## src/rtl/aags_pkg.sv

```systemverilog
`timescale 1ns / 1ps
// ----------------------------------------------------------------------------
// aags_pkg
// Shared types, constants and character decode for the affine gap scorer.
// ----------------------------------------------------------------------------
package aags_pkg;

	localparam int ALPHA_SIZE_DEF = 16;

	localparam int LETTER_W = 4;
	localparam int CHAR_W   = 8;
	localparam int ENTRY_W  = 16;
	localparam int SCORE_W  = 32;
	localparam int COUNT_W  = 16;
	localparam int OPEN_W   = 11;
	localparam int EXT_W    = 9;
	localparam int P_OPEN_W = COUNT_W + OPEN_W;
	localparam int P_EXT_W  = COUNT_W + EXT_W;

	localparam int CFG_IDX_W  = 4;
	localparam int CFG_DATA_W = OPEN_W;

	localparam logic [CFG_IDX_W-1:0] REG_OPEN_PENALTY   = CFG_IDX_W'(0);
	localparam logic [CFG_IDX_W-1:0] REG_EXTEND_PENALTY = CFG_IDX_W'(1);

	localparam logic [OPEN_W-1:0] OPEN_PENALTY_RST = OPEN_W'(256);
	localparam logic [EXT_W-1:0]  EXT_PENALTY_RST  = EXT_W'(26);

	localparam logic OP_SCORE = 1'b0;
	localparam logic OP_LOAD  = 1'b1;

	localparam logic [CHAR_W-1:0] CHAR_UPPER_A = 8'h41;
	localparam logic [CHAR_W-1:0] CHAR_UPPER_Z = 8'h5A;
	localparam logic [CHAR_W-1:0] CHAR_DASH    = 8'h2D;
	localparam logic [CHAR_W-1:0] CHAR_DOT     = 8'h2E;

	typedef struct packed {
		logic                       operation;
		logic [CHAR_W-1:0]          q_char;
		logic [CHAR_W-1:0]          r_char;
		logic [LETTER_W-1:0]        q_letter;
		logic [LETTER_W-1:0]        r_letter;
		logic signed [ENTRY_W-1:0]  entry_value;
		logic                       last_column;
	} in_item_t;

	typedef struct packed {
		logic signed [SCORE_W-1:0]  total_score;
		logic signed [SCORE_W-1:0]  subst_score;
		logic [COUNT_W-1:0]         open_count;
		logic [COUNT_W-1:0]         extend_count;
		logic                       double_gap_error;
	} out_item_t;

	// per-column decode carried with the table read
	typedef struct packed {
		logic upper_ok;
		logic q_gap;
		logic r_gap;
		logic last;
	} col_flags_t;

	// alignment totals at its last column
	typedef struct packed {
		logic signed [SCORE_W-1:0] sum;
		logic [COUNT_W-1:0]        opens;
		logic [COUNT_W-1:0]        exts;
		logic                      err;
	} snap_t;

	function automatic logic is_upper(input logic [CHAR_W-1:0] c);
		return c inside {[CHAR_UPPER_A:CHAR_UPPER_Z]};
	endfunction

	function automatic logic is_gap(input logic [CHAR_W-1:0] c);
		return c inside {CHAR_DASH, CHAR_DOT};
	endfunction

endpackage

```

## src/rtl/aags_result.sv

```systemverilog
`timescale 1ns / 1ps
// ----------------------------------------------------------------------------
// aags_result
// Gap penalty products, saturating total and the output register.
// ----------------------------------------------------------------------------
module aags_result (
	input  logic                               clk,
	input  logic                               arst_n,
	input  logic [aags_pkg::OPEN_W-1:0]        open_penalty,
	input  logic [aags_pkg::EXT_W-1:0]         extend_penalty,
	input  logic                               snap_valid,
	output logic                               snap_ready,
	input  aags_pkg::snap_t                    snap,
	output logic                               out_valid,
	input  logic                               out_ready,
	output aags_pkg::out_item_t                out_data
);

	localparam int TOT_W = aags_pkg::SCORE_W + 2;

	logic                               valid_s3;
	aags_pkg::snap_t                    snap_s3;
	logic [aags_pkg::P_OPEN_W-1:0]      p_open_s3;
	logic [aags_pkg::P_EXT_W-1:0]       p_ext_s3;
	logic                               out_valid_q;
	aags_pkg::out_item_t                out_q;

	logic                               out_free;
	logic                               s3_free;
	logic signed [TOT_W-1:0]            total;
	logic signed [aags_pkg::SCORE_W-1:0] total_sat;

	assign out_free   = !out_valid_q || out_ready;
	assign s3_free    = !valid_s3 || out_free;
	assign snap_ready = s3_free;

	assign total = TOT_W'(snap_s3.sum) - TOT_W'(p_open_s3) - TOT_W'(p_ext_s3);

	always_comb begin
		if (total[TOT_W-1:aags_pkg::SCORE_W-1] == '0
				|| total[TOT_W-1:aags_pkg::SCORE_W-1] == '1) begin
			total_sat = total[aags_pkg::SCORE_W-1:0];
		end else if (total[TOT_W-1]) begin
			total_sat = {1'b1, {(aags_pkg::SCORE_W-1){1'b0}}};
		end else begin
			total_sat = {1'b0, {(aags_pkg::SCORE_W-1){1'b1}}};
		end
	end

	always_ff @(posedge clk or negedge arst_n) begin
		if (!arst_n) begin
			valid_s3    <= 1'b0;
			out_valid_q <= 1'b0;
		end else begin
			if (s3_free) begin
				valid_s3 <= snap_valid;
			end
			if (out_free) begin
				out_valid_q <= valid_s3;
			end
		end
	end

	always_ff @(posedge clk) begin
		if (s3_free && snap_valid) begin
			snap_s3   <= snap;
			p_open_s3 <= aags_pkg::P_OPEN_W'(snap.opens) * aags_pkg::P_OPEN_W'(open_penalty);
			p_ext_s3  <= aags_pkg::P_EXT_W'(snap.exts) * aags_pkg::P_EXT_W'(extend_penalty);
		end
		if (out_free && valid_s3) begin
			out_q.total_score      <= total_sat;
			out_q.subst_score      <= snap_s3.sum;
			out_q.open_count       <= snap_s3.opens;
			out_q.extend_count     <= snap_s3.exts;
			out_q.double_gap_error <= snap_s3.err;
		end
	end

	assign out_valid = out_valid_q;
	assign out_data  = out_q;

endmodule

```

## config.mk

```make
export PLATFORM = sky130hd
export DESIGN_NAME = aags_result
export DESIGN_NICKNAME = d
export VERILOG_FILES = /design/src/rtl/aags_pkg.sv /design/src/rtl/aags_result.sv
export SDC_FILE = /design/constraint.sdc
export NUM_CORES = 1
export LEC_CHECK = 0
export ABC_CLOCK_PERIOD_IN_PS = 4490
export BUFFER_PORTS_ARGS = -buffer_cell sky130_fd_sc_hd__buf_2
export CAP_MARGIN = 20
export CELL_PAD_IN_SITES_DETAIL_PLACEMENT = 1
export CELL_PAD_IN_SITES_GLOBAL_PLACEMENT = 1
export CORE_ASPECT_RATIO = 0.6
export CORE_UTILIZATION = 49
export CTS_CLUSTER_DIAMETER = 200
export CTS_CLUSTER_SIZE = 16
export DETAILED_ROUTE_END_ITERATION = 10
export PLACE_DENSITY = 0.93
export SYNTH_ARGS = -nofsm -noshare
export SYNTH_HDL_FRONTEND = slang
export SYNTH_SLANG_ARGS = --single-unit
```

## constraint.sdc

```tcl
create_clock -name clk -period 4.49 [get_ports clk]
set_input_delay 0 -clock clk [delete_from_list [all_inputs] [get_ports clk]]
set_output_delay 0 -clock clk [all_outputs]
set_load 0.02 [all_outputs]
```

==> run metrics <==
outcome=finished with violations; failing checks=setup timing; placed inst area=21800 um^2; Clk pin slew, worst setup/hold paths=90 ps; Die Y-Extent=155 um; row count=55; Post-synth ARST share=0.926%; Peak Freq=0.186 GHz; Design Area, Final=23500 um^2; CTS Buffer Depth=3; mux contribution to synthesized area=0%; post-synth top area cell=edfxtp_1; Crit path required time=4880 ps; Max Slew Vio Count=0; GR Util All Layers=34.2%; Synth Area in Compound Gates=6.85%; Arr. time, crit path=5760 ps; Setup TNS Final=-5860 ps; Setup crit end kind=flip-flop; Cell variety after synth=62; critical-path maximum fanout=6; most frequent cells in the layout=inv_1, fa_1, edfxtp_1; MaxCap Viol Count=0; Clock Skews=31.5 ps; Core Util, Final=61.5%; vias in the first global route=17.5k; clk sinks=216; H-tree levels=1; first-pass GRT wire length=103000 um; Post-Synth XOR/XNOR Area=2.61%; core area=38100 um^2; Slew HR=24.3%; Via density=6.01; Net Count, Synth=2243; port bufs=187; initial core utilization=50.2%; M1 WL=26900 um; r2r setup slk=60 ps; Total Wirelength=74100 um; iteration count of the initial detailed-routing pass=6; P_leak=11.0 nW; area grow syn2layout=22.4%; GP Congestion=0.895; Clock Tree Root=clkbuf_16; residual DRC count=0; footprint of the multi-input gates=11500 um^2; kind of critical path=primary input to flip-flop; die area=39900 um^2; R2R depth=11; Final nets=2637; power per cell area=833 nW/um^2; final setup vio count=18; post-route ant nets=0; initial DRC count=1459; RSZ-0062 raised after global routing=yes; synth top area cells=edfxtp_1, fa_1, ha_1; register area=6480 um^2; die width=257 um; initial antenna violation count=4; count of final hold-check violations=0; Final Cycle Share=120%; Post-Layout Cell Count=2677; Synth Area in Adders=35.3%; HPWL Detailed=47300 um; layout cells sized above 1=20.6%; number of synthesized flops with an enable pin=214; Yosys warnings=0; pre-CTS setup slack=-888 ps; post-synthesis simple-gate area fraction=13.6%; worst hold margin=16.8 ps; FF-to-FF Start=snap_s3[45]; worst setup margin=-881 ps; CTS buffer count=17; Slew @ Worst Pin=1140 ps; Overflow after GRT=0; main combinational cell family by area after synthesis=adder cells; Gate Count Post-Synth=1763; commonest non-fill, non-tap cell in the layout=inv_1; Hold Crit Depth=3; Final Power=19.5 mW; Via Count=16.1k; R2R Path End=out_data[76]; ys flop type=edfxtp_1; Clk Latency, worst-skew pair=540 ps; Synth top area share=33.5%; largest net degree at the start of global routing=68; highest routed layer=met5; Syn Std Cell Area=19200 um^2; post-synthesis register bit count=216; min-delay src=snap[1]; Post-Syn Area per Cell=10.9 um^2; FILL cells=4055; met3 WL=7050 um; I/O Pins=188; CTS tree=done; DP Cell Count=2564; sequential area share after synthesis=33.8%; met2 wire len=34000 um; crit path time final=5370 ps; Startpoint Class=primary input; worst hold-check path type=primary input to flip-flop; WL/cell=27.7 um; Hold Path Sink=p_ext_s3[0]; Peak VDD IR=568 uV
how the worst max path moves through the flow:
stage	startpoint	endpoint	slack [ps]	cells past startpoint
floorplan	open_penalty[3]	p_open_s3[26]	-200	19
global placement	open_penalty[2]	p_open_s3[26]	-580	20
detailed placement	snap[23]	p_open_s3[26]	-890	19
CTS	snap[20]	p_open_s3[26]	-50	19
global route	snap[26]	p_open_s3[26]	-840	21
finish	snap[26]	p_open_s3[26]	-880	21
where the power goes:
part | internal, mW | switching [mW] | total (mW)
combinational | 5.81 | 8.78 | 14.6
sequential | 3.20 | 0.244 | 3.44
clock | 0.701 | 0.810 | 1.51
total | 9.71 | 9.83 | 19.5
logic make-up after synthesis:
family | Yosys count
buffers and inverters | 396
DFF | 216
AOI/OAI and AO/OA | 199
adders and majority gates | 391
and+or+nand+nor | 504
xor gates and xnor gates | 57
area by class of cell:
class                   count  share of cell area [%]
diodes                      2                  0.0213
clock buffers              23                    1.91
clock inverters             1                  0.0373
inverters                 342                    5.47
multi-input cells        1152                    48.9
flip-flops and latches    216                    27.6
well taps                 513                    2.74
repair buffers            428                    13.3
synthesized netlist by cell type, types with 15 or more instances:
master and instances:
inv_1 342, fa_1 249, edfxtp_1 214, nand2_1 185
and2_1 168, ha_1 142, a21oi_1 49, clkbuf_1 49
nor2_1 41, xnor2_1 34, o21ai_0 32, a21o_1 25
xor2_1 23, nor3_1 20, nand3_1 17, and3_1 15
worst max-delay path: stages:
cell and delay (ps):
clkbuf_4 170, buf_4 160, buf_4 140, and2_1 160
fa_1 540, inv_1 70, fa_1 480, inv_1 60
fa_1 460, fa_1 510, inv_1 60, fa_1 490
inv_1 50, ha_1 330, o21ai_0 700, nand2b_1 340
o211ai_1 230, buf_4 180, nand3b_1 100, or4_1 430
nand3_1 100
flip-flops by register name (all words and copies together) (netlist names):
register	cells
out_valid	1
p_open_s3	27
snap_s3	65
valid_s3	1
out_data	97
p_ext_s3	25
repair_timing:
action	4_1_cts	5_1_grt
pin swaps	7	17
cloned	0	1
buffers inserted	5	11
endpoints found under the setup margin	14	51
gates resized for setup	50	63
hold buffers	70	0
hold endpoints to repair	69	0
layer usage:
layer,vias to the layer above,track usage (%)
met1,8086,42.1
li1,6465,-
met4,4,19.6
met2,1128,57.0
met3,418,6.48
met5,-,0
No activity file was read; power rests on OpenSTA's default activity.
