===== config.mk =====
export PLATFORM = sky130hd
export DESIGN_NAME = aags_accum
export DESIGN_NICKNAME = d
export VERILOG_FILES = /design/src/rtl/aags_pkg.sv /design/src/rtl/aags_accum.sv
export SDC_FILE = /design/constraint.sdc
export NUM_CORES = 1
export LEC_CHECK = 0
export BUFFER_PORTS_ARGS = -buffer_cell sky130_fd_sc_hd__buf_2
export CORE_ASPECT_RATIO = 0.9
export CORE_MARGIN = 2
export CORE_UTILIZATION = 51
export CTS_CLUSTER_DIAMETER = 100
export CTS_CLUSTER_SIZE = 10
export DETAILED_ROUTE_END_ITERATION = 8
export PLACE_DENSITY = 0.69
export RECOVER_POWER = 50
export SLEW_MARGIN = 20
export SYNTH_ARGS = -nofsm -noshare
export SYNTH_HDL_FRONTEND = slang
export SYNTH_SLANG_ARGS = --single-unit

===== constraint.sdc =====
create_clock -name clk -period 5.5 [get_ports clk]
set_input_delay 0.55 -clock clk [delete_from_list [all_inputs] [get_ports clk]]
set_output_delay 0.55 -clock clk [all_outputs]
set_load 0.01 [all_outputs]

===== src/rtl/aags_pkg.sv =====
`timescale 1ns / 1ps
// ----------------------------------------------------------------------------
// aags_pkg
// Shared types, constants and character decode for the affine gap scorer.
// ----------------------------------------------------------------------------
package aags_pkg;

	localparam int ALPHA_SIZE_DEF = 16;

	localparam int LETTER_W = 4;
	localparam int CHAR_W   = 8;
	localparam int ENTRY_W  = 16;
	localparam int SCORE_W  = 32;
	localparam int COUNT_W  = 16;
	localparam int OPEN_W   = 11;
	localparam int EXT_W    = 9;
	localparam int P_OPEN_W = COUNT_W + OPEN_W;
	localparam int P_EXT_W  = COUNT_W + EXT_W;

	localparam int CFG_IDX_W  = 4;
	localparam int CFG_DATA_W = OPEN_W;

	localparam logic [CFG_IDX_W-1:0] REG_OPEN_PENALTY   = CFG_IDX_W'(0);
	localparam logic [CFG_IDX_W-1:0] REG_EXTEND_PENALTY = CFG_IDX_W'(1);

	localparam logic [OPEN_W-1:0] OPEN_PENALTY_RST = OPEN_W'(256);
	localparam logic [EXT_W-1:0]  EXT_PENALTY_RST  = EXT_W'(26);

	localparam logic OP_SCORE = 1'b0;
	localparam logic OP_LOAD  = 1'b1;

	localparam logic [CHAR_W-1:0] CHAR_UPPER_A = 8'h41;
	localparam logic [CHAR_W-1:0] CHAR_UPPER_Z = 8'h5A;
	localparam logic [CHAR_W-1:0] CHAR_DASH    = 8'h2D;
	localparam logic [CHAR_W-1:0] CHAR_DOT     = 8'h2E;

	typedef struct packed {
		logic                       operation;
		logic [CHAR_W-1:0]          q_char;
		logic [CHAR_W-1:0]          r_char;
		logic [LETTER_W-1:0]        q_letter;
		logic [LETTER_W-1:0]        r_letter;
		logic signed [ENTRY_W-1:0]  entry_value;
		logic                       last_column;
	} in_item_t;

	typedef struct packed {
		logic signed [SCORE_W-1:0]  total_score;
		logic signed [SCORE_W-1:0]  subst_score;
		logic [COUNT_W-1:0]         open_count;
		logic [COUNT_W-1:0]         extend_count;
		logic                       double_gap_error;
	} out_item_t;

	// per-column decode carried with the table read
	typedef struct packed {
		logic upper_ok;
		logic q_gap;
		logic r_gap;
		logic last;
	} col_flags_t;

	// alignment totals at its last column
	typedef struct packed {
		logic signed [SCORE_W-1:0] sum;
		logic [COUNT_W-1:0]        opens;
		logic [COUNT_W-1:0]        exts;
		logic                      err;
	} snap_t;

	function automatic logic is_upper(input logic [CHAR_W-1:0] c);
		return c inside {[CHAR_UPPER_A:CHAR_UPPER_Z]};
	endfunction

	function automatic logic is_gap(input logic [CHAR_W-1:0] c);
		return c inside {CHAR_DASH, CHAR_DOT};
	endfunction

endpackage


===== src/rtl/aags_accum.sv =====
`timescale 1ns / 1ps
// ----------------------------------------------------------------------------
// aags_accum
// Column stage and per-alignment accumulators; snapshots totals on the last
// column and clears for the next alignment.
// ----------------------------------------------------------------------------
module aags_accum (
	input  logic                                 clk,
	input  logic                                 arst_n,
	input  logic                                 col_load,
	input  aags_pkg::col_flags_t                 col_flags,
	input  logic signed [aags_pkg::ENTRY_W-1:0]  entry_s1,
	output logic                                 col_free,
	output logic                                 snap_valid,
	input  logic                                 snap_ready,
	output aags_pkg::snap_t                      snap
);

	logic                               valid_s1;
	aags_pkg::col_flags_t               flags_s1;
	logic signed [aags_pkg::SCORE_W-1:0] sum_q;
	logic [aags_pkg::COUNT_W-1:0]       opens_q;
	logic [aags_pkg::COUNT_W-1:0]       extends_q;
	logic                               in_gap_q;
	logic                               err_q;
	logic                               snap_valid_q;
	aags_pkg::snap_t                    snap_q;

	logic                               snap_free;
	logic                               adv_s1;
	logic signed [aags_pkg::SCORE_W:0]  sum_wide;
	logic                               gap;
	aags_pkg::snap_t                    nxt;

	assign snap_free = !snap_valid_q || snap_ready;
	assign adv_s1    = valid_s1 && (!flags_s1.last || snap_free);
	assign col_free  = !valid_s1 || adv_s1;

	assign sum_wide = {sum_q[aags_pkg::SCORE_W-1], sum_q}
		+ (aags_pkg::SCORE_W+1)'(entry_s1);
	assign gap = flags_s1.q_gap || flags_s1.r_gap;

	always_comb begin
		nxt = '{sum: sum_q, opens: opens_q, exts: extends_q, err: err_q};
		if (flags_s1.upper_ok) begin
			if (sum_wide[aags_pkg::SCORE_W] != sum_wide[aags_pkg::SCORE_W-1]) begin
				nxt.sum = sum_wide[aags_pkg::SCORE_W]
					? {1'b1, {(aags_pkg::SCORE_W-1){1'b0}}}
					: {1'b0, {(aags_pkg::SCORE_W-1){1'b1}}};
			end else begin
				nxt.sum = sum_wide[aags_pkg::SCORE_W-1:0];
			end
		end
		if (gap && !in_gap_q && opens_q != '1) begin
			nxt.opens = opens_q + aags_pkg::COUNT_W'(1);
		end
		if (gap && in_gap_q && extends_q != '1) begin
			nxt.exts = extends_q + aags_pkg::COUNT_W'(1);
		end
		if (flags_s1.q_gap && flags_s1.r_gap) begin
			nxt.err = 1'b1;
		end
	end

	always_ff @(posedge clk or negedge arst_n) begin
		if (!arst_n) begin
			valid_s1     <= 1'b0;
			flags_s1     <= '0;
			sum_q        <= '0;
			opens_q      <= '0;
			extends_q    <= '0;
			in_gap_q     <= 1'b0;
			err_q        <= 1'b0;
			snap_valid_q <= 1'b0;
		end else begin
			if (col_free) begin
				valid_s1 <= col_load;
			end
			if (col_load) begin
				flags_s1 <= col_flags;
			end
			if (adv_s1 && flags_s1.last) begin
				sum_q        <= '0;
				opens_q      <= '0;
				extends_q    <= '0;
				in_gap_q     <= 1'b0;
				err_q        <= 1'b0;
				snap_valid_q <= 1'b1;
			end else begin
				if (adv_s1) begin
					sum_q     <= nxt.sum;
					opens_q   <= nxt.opens;
					extends_q <= nxt.exts;
					in_gap_q  <= gap;
					err_q     <= nxt.err;
				end
				if (snap_ready) begin
					snap_valid_q <= 1'b0;
				end
			end
		end
	end

	always_ff @(posedge clk) begin
		if (adv_s1 && flags_s1.last) begin
			snap_q <= nxt;
		end
	end

	assign snap_valid = snap_valid_q;
	assign snap       = snap_q;

endmodule


==> metrics <==
count of final setup violators=0; Metal-1 WL=8940 um; wire length per cell=17.7 um; Hold Violations, Final=0; worst slew pin tran=1.89 ns; cts hold-fix bufs=0; number of synthesis warnings=0; metal2 WL=8820 um; Async SR Flop Fraction=0.526; Initial DRC Count=645; initial antenna violation count=0; number of synthesized register bits=137; largest net degree at the start of global routing=73; Setup crit end kind=flop; VDD IR-drop max=0.255 mV; final worst-path cycle share=0.725; Pleak=3.78 nW; drt total wl=19200 um; port bufs=90; # diodes=0; Post-Syn Instances=788; delay-heaviest family, CP=simple AND/OR/NAND/NOR gates; Clk Latency, worst-skew pair=0.43 ns; Placer Congestion=0.907; CP peak stage delay=0.76 ns; first drt pass iteration count=5; fmax=251 MHz; setup bufs post-CTS=0; core footprint=14800 sq um; Top Metal Used=met4; CP required=5.57 ns; Worst setup SP type=flop; Max-cap violations=1; Area growth syn-to-layout=13.8%; Die W=134 um; Worst-path clk slew=0.06 ns; register area=3750 sq um; PostCTS Resize Cnt=0; post-synth top area share=0.250; Synth area leaders=edfxtp_1 25%, dfrtp_1 23%, ha_1 5.5%; CP max FO=34; max-slew violations=40; I/O pin count=91; TritonCTS clock tree=done; area of the multi-input gates=3840 sq um; DP HPWL=12800 um; RSZ-0062 raised after global routing=no; most common cell after layout, fill and taps aside=nand2_1; GRT Residual Overflow=0; run status=finished, violations left; worst rel slew slack=-0.257; Placed Instances=1048; clock root cell=clkbuf_16; Mapped Nets=847; Total Routing Usage GR=0.244; Residual DRC=0; CP cell instances=nand3b_1 > and2_0 > nand2_1 > inv_2 > buf_4; die height=121 um; Slowest-stage cell, CP=and2_0; Crit Path Class=flop to flop; Clock Path Buffers=2; H-tree depth=4; cell accounting for the most synthesized area=edfxtp_1; skew final=0.00526 ns; Syn Area/Cell=9.90 sq um; DR WL met3=1030 um; Cell variety after synth=61; Total Nets Final=928; antenna-violating nets left=0; routed via count=6385; Hold Path Class=primary input to flop; WP buf/inv=2; # rows=42; Final Non-Filler Cells=1080; Via density=5.91; Tmin final=3.99 ns; TritonCTS Buffers=17; failing checks=max-capacitance violations, max-slew violations; die area=16300 sq um; number of global-route vias before repair=6032; post-synthesis sequential area ratio=0.481; share of cells above drive strength 1=0.0862; worst path arrival time=4.06 ns; top_reg_cell synth=dfrtp_1; Overall Power=3.66 mW; setup TNS=0 ns; Starting Density=0.526; fill count=1293; most frequent cells in the layout=90 x nand2_1, 72 x nor2_1, 72 x dfrtp_1; post-synthesis cell area=7800 sq um; Post-synth EDFFs=65; first-pass GRT wire length=31000 um; clk sinks=137; PwrDens=413 nW/um^2
-- layer usage --
layer  vias up  GRT usage
li1       3061          -
met1      3069      0.344
met2       230      0.382
met3        25     0.0434
met4         0     0.0836
met5         -          0
-- layout make-up --
cell class	count	area share
Tap cell	198	0.0279
Clock inverter	12	0.0147
Sequential cell	137	0.423
Clock buffer	20	0.0492
Multi-Input combinational cell	603	0.433
Timing Repair Buffer	97	0.0469
Inverter	13	0.00550
-- through the flow --
stage | area [sq um] | utilization | hold WS (ns) | worst slack, ns
2_1_floorplan | 7800 | - | 0.254 | 2.37
3_3_place_gp | 8400 | 0.567 | 0.484 | 1.55
3_5_place_dp | 8400 | 0.567 | 0.490 | 1.36
4_1_cts | 8970 | 0.605 | 0.309 | 1.73
5_1_grt | 8880 | 0.599 | 0.327 | 1.13
6_report | 8880 | 0.599 | 0.322 | 1.51
-- state kept, by name, summed over array words and instances (netlist names) --
signal,flops
err_q,1
in_gap_q,1
valid_s1,1
snap,65
snap_valid,1
opens_q,16
flags_s1,4
extends_q,16
sum_q,32
-- worst paths after layout --
check	from	end	slack (ns)	cells past startpoint
max reg2reg	flags_s1[0]	snap[26]	1.51	5
min reg2reg	err_q	err_q	0.51	2
max in group asynchronous	arst_n	sum_q[2]	4.48	2
min in group asynchronous	arst_n	sum_q[14]	0.35	2
min	snap_ready	snap_valid	0.32	2
max	flags_s1[0]	snap[26]	1.51	5
-- Yosys cell counts (7+ instances only) --
library cell  count
edfxtp_1         65
nand3_1          15
xnor2_1          38
nand2b_1          7
nand2_1          90
nor2_1           73
o21ai_0          61
nand4_1          11
a21oi_1          67
o21a_1           12
o31ai_1          25
a22o_1           18
a21o_1           15
inv_1            13
nor2b_1           8
and3_1           17
clkbuf_1         27
xor2_1           20
dfrtp_1          72
and2_1           12
ha_1             34
-- cells by family after synthesis --
group	Yosys count	share of synthesized area
adder cells (fa/ha/maj)	35	0.0571
multiplexers	5	0.00706
AO/OA/AOI/OAI	249	0.211
AND/OR/NAND/NOR	256	0.153
XOR/XNOR	58	0.0651
buffers and inverters	48	0.0260
flip-flops	137	0.481
-- where the power goes --
part | switching, mW | internal (mW) | total [mW] | leakage (nW)
clock | 0.437 | 0.665 | 1.10 | 0.274
sequential | 0.109 | 1.26 | 1.37 | 1.60
combinational | 0.743 | 0.453 | 1.20 | 1.91
total | 1.29 | 2.37 | 3.66 | 3.78
(Power assumes the default switching activity.)
