===== src/rtl/aags_pkg.sv =====
`timescale 1ns / 1ps
// ----------------------------------------------------------------------------
// aags_pkg
// Shared types, constants and character decode for the affine gap scorer.
// ----------------------------------------------------------------------------
package aags_pkg;

	localparam int ALPHA_SIZE_DEF = 16;

	localparam int LETTER_W = 4;
	localparam int CHAR_W   = 8;
	localparam int ENTRY_W  = 16;
	localparam int SCORE_W  = 32;
	localparam int COUNT_W  = 16;
	localparam int OPEN_W   = 11;
	localparam int EXT_W    = 9;
	localparam int P_OPEN_W = COUNT_W + OPEN_W;
	localparam int P_EXT_W  = COUNT_W + EXT_W;

	localparam int CFG_IDX_W  = 4;
	localparam int CFG_DATA_W = OPEN_W;

	localparam logic [CFG_IDX_W-1:0] REG_OPEN_PENALTY   = CFG_IDX_W'(0);
	localparam logic [CFG_IDX_W-1:0] REG_EXTEND_PENALTY = CFG_IDX_W'(1);

	localparam logic [OPEN_W-1:0] OPEN_PENALTY_RST = OPEN_W'(256);
	localparam logic [EXT_W-1:0]  EXT_PENALTY_RST  = EXT_W'(26);

	localparam logic OP_SCORE = 1'b0;
	localparam logic OP_LOAD  = 1'b1;

	localparam logic [CHAR_W-1:0] CHAR_UPPER_A = 8'h41;
	localparam logic [CHAR_W-1:0] CHAR_UPPER_Z = 8'h5A;
	localparam logic [CHAR_W-1:0] CHAR_DASH    = 8'h2D;
	localparam logic [CHAR_W-1:0] CHAR_DOT     = 8'h2E;

	typedef struct packed {
		logic                       operation;
		logic [CHAR_W-1:0]          q_char;
		logic [CHAR_W-1:0]          r_char;
		logic [LETTER_W-1:0]        q_letter;
		logic [LETTER_W-1:0]        r_letter;
		logic signed [ENTRY_W-1:0]  entry_value;
		logic                       last_column;
	} in_item_t;

	typedef struct packed {
		logic signed [SCORE_W-1:0]  total_score;
		logic signed [SCORE_W-1:0]  subst_score;
		logic [COUNT_W-1:0]         open_count;
		logic [COUNT_W-1:0]         extend_count;
		logic                       double_gap_error;
	} out_item_t;

	// per-column decode carried with the table read
	typedef struct packed {
		logic upper_ok;
		logic q_gap;
		logic r_gap;
		logic last;
	} col_flags_t;

	// alignment totals at its last column
	typedef struct packed {
		logic signed [SCORE_W-1:0] sum;
		logic [COUNT_W-1:0]        opens;
		logic [COUNT_W-1:0]        exts;
		logic                      err;
	} snap_t;

	function automatic logic is_upper(input logic [CHAR_W-1:0] c);
		return c inside {[CHAR_UPPER_A:CHAR_UPPER_Z]};
	endfunction

	function automatic logic is_gap(input logic [CHAR_W-1:0] c);
		return c inside {CHAR_DASH, CHAR_DOT};
	endfunction

endpackage


===== src/rtl/aags_table.sv =====
`timescale 1ns / 1ps
// ----------------------------------------------------------------------------
// aags_table
// Score table memory: one write port, one registered read port.
// ----------------------------------------------------------------------------
module aags_table #(
	parameter int ALPHA_SIZE = aags_pkg::ALPHA_SIZE_DEF,
	parameter int DEPTH      = ALPHA_SIZE * ALPHA_SIZE,
	parameter int ADDR_W     = $clog2(DEPTH)
) (
	input  logic                                 clk,
	input  logic                                 wr_en,
	input  logic [ADDR_W-1:0]                    wr_addr,
	input  logic signed [aags_pkg::ENTRY_W-1:0]  wr_data,
	input  logic                                 rd_en,
	input  logic [ADDR_W-1:0]                    rd_addr,
	output logic signed [aags_pkg::ENTRY_W-1:0]  rd_data_s1
);

	logic signed [aags_pkg::ENTRY_W-1:0] mem [DEPTH];

	always_ff @(posedge clk) begin
		if (wr_en) begin
			mem[wr_addr] <= wr_data;
		end
	end

	always_ff @(posedge clk) begin
		if (rd_en) begin
			rd_data_s1 <= mem[rd_addr];
		end
	end

endmodule


===== config.mk =====
export PLATFORM = sky130hd
export DESIGN_NAME = aags_table
export DESIGN_NICKNAME = d
export VERILOG_FILES = /design/src/rtl/aags_pkg.sv /design/src/rtl/aags_table.sv
export SDC_FILE = /design/constraint.sdc
export NUM_CORES = 2
export LEC_CHECK = 0
export BUFFER_PORTS_ARGS = -buffer_cell sky130_fd_sc_hd__buf_2
export CORE_ASPECT_RATIO = 1.75
export CORE_UTILIZATION = 60
export DETAILED_ROUTE_END_ITERATION = 10
export GPL_ROUTABILITY_DRIVEN = 0
export GPL_TIMING_DRIVEN = 0
export PLACE_DENSITY = 0.86
export SLEW_MARGIN = 20
export SYNTH_ARGS = -nofsm -noshare
export SYNTH_HDL_FRONTEND = slang
export SYNTH_SLANG_ARGS = --single-unit

===== constraint.sdc =====
create_clock -name clk -period 3.1 [get_ports clk]
set_clock_uncertainty 0.15 [all_clocks]
set_input_delay 0.155 -clock clk [delete_from_list [all_inputs] [get_ports clk]]
set_output_delay 0.155 -clock clk [all_outputs]
set_load 0.03 [all_outputs]

==> flow_summary.yaml, run 1 <==
logic_synthesis:
  synth_edf_count: 4112
  avgSynthCellArea_um2: 21.6
  synth_top_area_cell: "edfxtp_1"
  ys_ff_latch: 4112
  synthTopCellsByArea: "edfxtp_1 78%, mux4_2 11%, mux2i_1 3.6%"
  netlist_instances: 7360
  synth_top_flop_cell: "edfxtp_1"
  yosys-top-cells-count: "4112 x edfxtp_1, 797 x mux4_2, 565 x mux2i_1"
  mappedNetlistNets: 7395
  yosysMostFrequentCell: "edfxtp_1"
  ys_types: 51
  async_flop_share: 0
  ys_seq_area_frac: 0.777
  synth_top_area_share: 0.777
  syn-cell-area_mm2: 0.159
  ys_warn_count: 0
floorplanning:
  die_width_um: 391
  fp.dieH_um: 683
  start_util: 0.604
  ios: 51
  rows: 249
sta:
  grt-worst-endpoint: "rd_data_s1[7]$_DFFE_PP_/D"
  worstEpCategory: "sequential cell input"
clocking:
  clk_path_buf_depth: 4
  cts_root_buffer: "clkbuf_16"
  cts-buffers-inserted: 335
  postCtsSetupBuffers: 0
  cts.sinks: 4112
  cts-htree-levels: 5
placed_design:
  dp_hpwl_mm: 352
  place_area_mm2: 0.168
  placedCellCount: 11100
  io_buffers: 40
outcome:
  stop_stage: "global routing"
  error: "[ERROR GRT-0232] Routing congestion too high. Check the congestion heatmap in the GUI."
  status: "stopped before the end"
global_route:
  overflow: 126
  grt_max_degree: 133
  grt_usage: 0.530
[kinds of logic after synthesis]
family                 synth area share
flip-flops                        0.777
multiplexers                      0.155
AND/OR/NAND/NOR                  0.0157
AO/OA/AOI/OAI                    0.0353
buffers and inverters            0.0169
[layer usage]
metal  overflow  track usage
met1          0        0.489
met2         60        0.743
met3          2        0.348
met4         64        0.541
met5          0        0.137
[per-stage QoR]
| step | setup slack, ps | hold WS [ps] |
|---|---|---|
| 4_1_cts | -29.4 | 4.86 |
| 3_5_place_dp | -2620 | 279 |
| 3_3_place_gp | -3280 | 416 |
| 2_1_floorplan | 546 | 104 |
[what timing repair did]
action | CTS
resized for setup | 332
pin swaps | 3
hold buffers | 30
setup endpoints to repair | 16
endpoints found under the hold margin | 2462
==> run 2, diff against run 1 <==
CORE_ASPECT_RATIO = not set   (was 1.75)
CORE_UTILIZATION = 40   (was 60)
PLACE_DENSITY = not set   (was 0.86)
PLACE_DENSITY_LB_ADDON = 0.15   (was not set)
==> flow_summary.yaml, run 2 <==
final_layout:
  reg.largest.list: "mem x4096, rd_data_s1 x16"
  area_growth_pct: 17.6
  fin_area_mm2: 0.187
  largest_reg_flops: 4096
  seq_area_mm2: 0.123
  final_cell_mix: "4112 x edfxtp_1, 797 x mux4_2, 565 x mux2i_1"
  multi_input_area_mm2: 0.0352
  drive_above_1_share: 0.302
  fin_nets: 8129
  largest_register: "mem"
  fill_cells: 32300
  layout_commonest_cell: "edfxtp_1"
drt:
  routedWlPerCell_um: 38.5
  firstDrtPassIters: 8
  vias: 82900
  drc_errors: 0
  routed_wl_mm: 527
  drt-initial-drc-count: 11400
  viasPerCell: 6.05
  drtAntennaViolNets: 0
global_route:
  grt_pass1_vias: 81400
  overflow: 0
  grt_pass1_wl_mm: 707
  grt_antenna_before_repair: 38
  grt_usage: 0.261
  grt_max_degree: 117
logic_synthesis:
  avgSynthCellArea_um2: 21.6
  ys_types: 51
  synthTopCellsByArea: "edfxtp_1 78%, mux4_2 11%, mux2i_1 3.6%"
  async_flop_share: 0
  yosysMostFrequentCell: "edfxtp_1"
  synth_top_area_cell: "edfxtp_1"
  ys_ff_latch: 4112
  yosys-top-cells-count: "4112 x edfxtp_1, 797 x mux4_2, 565 x mux2i_1"
  netlist_instances: 7360
  mappedNetlistNets: 7395
  synth_edf_count: 4112
  synth_top_flop_cell: "edfxtp_1"
  ys_warn_count: 0
  ys_seq_area_frac: 0.777
  synth_top_area_share: 0.777
  syn-cell-area_mm2: 0.159
pwr:
  ir_worst_vdd_v: 0.000461
  finalPower_mw: 121
  p_leak_nw: 58.7
  power_density_mw_per_mm2: 647
floorplanning:
  core_mm2: 0.396
  ios: 51
  start_util: 0.402
  fp.dieH_um: 632
  die_width_um: 632
  die-area_mm2: 0.400
  rows: 231
clocking:
  cts_root_buffer: "clkbuf_16"
  clkLatencyLatePin_ps: 1010
  cts_tree: "yes"
  cts-buffers-inserted: 430
  cts.sinks: 4112
  cts-htree-levels: 5
  path_clk_slew_ps: 60
  clk_path_buf_depth: 4
sta:
  rsz0062_at_grt: "yes"
  worst_hold_slack_ps: 48.8
  slew_viol_final: 0
  hold_viol: 0
  setup_slack_ps: -247
  maxSlewHeadroom: 0.184
  post-route-period-util: 1.08
  worst_slew_pin_slew_ps: 1220
  setup_viol: 16
  period_minus_slack_ps: 3350
  timing.fmax_mhz: 299
hold_path:
  holdPathStages: 2
  whs_endpoint: "mem[127][3]$_DFFE_PP_"
  hold_path_class: "in -> reg"
  worstHoldStart: "wr_data[3]"
critical_path:
  cp_slowest_cell: "clkbuf_1"
  critPathKind: "in -> reg"
  r2r-start: "mem[136][10]$_DFFE_PP_"
  cp-end-kind: "flip-flop"
  path_cells: "buf_2, inv_1, clkbuf_2, clkbuf_1, a211oi_1, o21ai_1, nand3_1, nor4_4"
  worstPathArrival_ps: 3920
  startpoint_type: "primary input"
  reg2reg_depth: 6
  cp_max_fo: 10
  r2r_setup_slack_ps: 30
  worstPathRequired_ps: 3680
  r2r-end: "rd_data_s1[10]$_DFFE_PP_"
  cp_slowest_stage_delay_ps: 790
placed_design:
  io_buffers: 40
  post-place-ws_ps: -2930
  dp_hpwl_mm: 364
  place_area_mm2: 0.171
outcome:
  status: "finished with violations"
  violations: "setup timing"
run:
  maxCapViolations: 0
==> run 2: worst max path at each step <==
stage / from / to / slack [ps] / cells past startpoint
finish: rd_addr[2] / rd_data_s1[15]$_DFFE_PP_ / -250 / 8
global route: rd_addr[4] / rd_data_s1[11]$_DFFE_PP_ / -90 / 8
CTS: rd_addr[2] / rd_data_s1[0]$_DFFE_PP_ / -30 / 10
detailed placement: rd_addr[1] / rd_data_s1[0]$_DFFE_PP_ / -2930 / 10
global placement: rd_addr[2] / rd_data_s1[9]$_DFFE_PP_ / -3860 / 8
floorplan: rd_addr[0] / rd_data_s1[4]$_DFFE_PP_ / 550 / 8
==> run 2: routing by layer <==
layer	global-route usage	routed length, µm	up-vias
met5	0	102	-
met4	0.102	24700	14
met3	0.0672	53600	831
met2	0.394	235000	4255
met1	0.364	214000	44900
li1	-	-	32900
==> run 2: cell type report <==
cell class / instances / area share
Clock inverter: 275 / 0.0154
Antenna cell: 17 / 0.000228
Buffer: 452 / 0.0164
Clock buffer: 517 / 0.0600
Tap cell: 5242 / 0.0351
Sequential cell: 4112 / 0.661
Inverter: 4 / 0.0000938
Timing Repair Buffer: 302 / 0.0233
Multi-Input combinational cell: 2792 / 0.189
==> run 2: power breakdown <==
group | internal, mW | switching (mW) | leakage, nW
combinational | 2.25 | 5.15 | 14.9
clock | 30.0 | 22.0 | 6.85
sequential | 61.3 | 0.0316 | 37.0
total | 93.6 | 27.2 | 58.7
==> run 2: kinds of logic after synthesis <==
| group | Yosys count | synth area share |
|---|---|---|
| multiplexers | 1450 | 0.155 |
| buffers and inverters | 456 | 0.0169 |
| AO/OA/AOI/OAI | 786 | 0.0353 |
| AND/OR/NAND/NOR | 556 | 0.0157 |
| flip-flops | 4112 | 0.777 |
==> run 2: per-stage QoR <==
step	std cells	TNS, ps	util
detailed placement	12900	-579670	0.432
finish	13700	-2100	0.472
floorplan	7360	0	-
global route	13700	-144	0.472
CTS	13700	-36.0	0.471
global placement	12600	-	0.419
==> run 2: critical path: cells and delay by family <==
kind	cells	cell delay, ps
AOI/OAI and AO/OA	2	680
and+or+nand+nor	2	960
buffers and inverters	4	2060
==> run 2: what timing repair did <==
item,CTS,global route
buffers inserted,2,0
hold endpoints to repair,3214,0
pin swaps,2,3
endpoints found under the setup margin,16,50
gates resized for setup,293,75
hold buffers,32,0
Note: power is estimated with default switching activity, not from simulation.
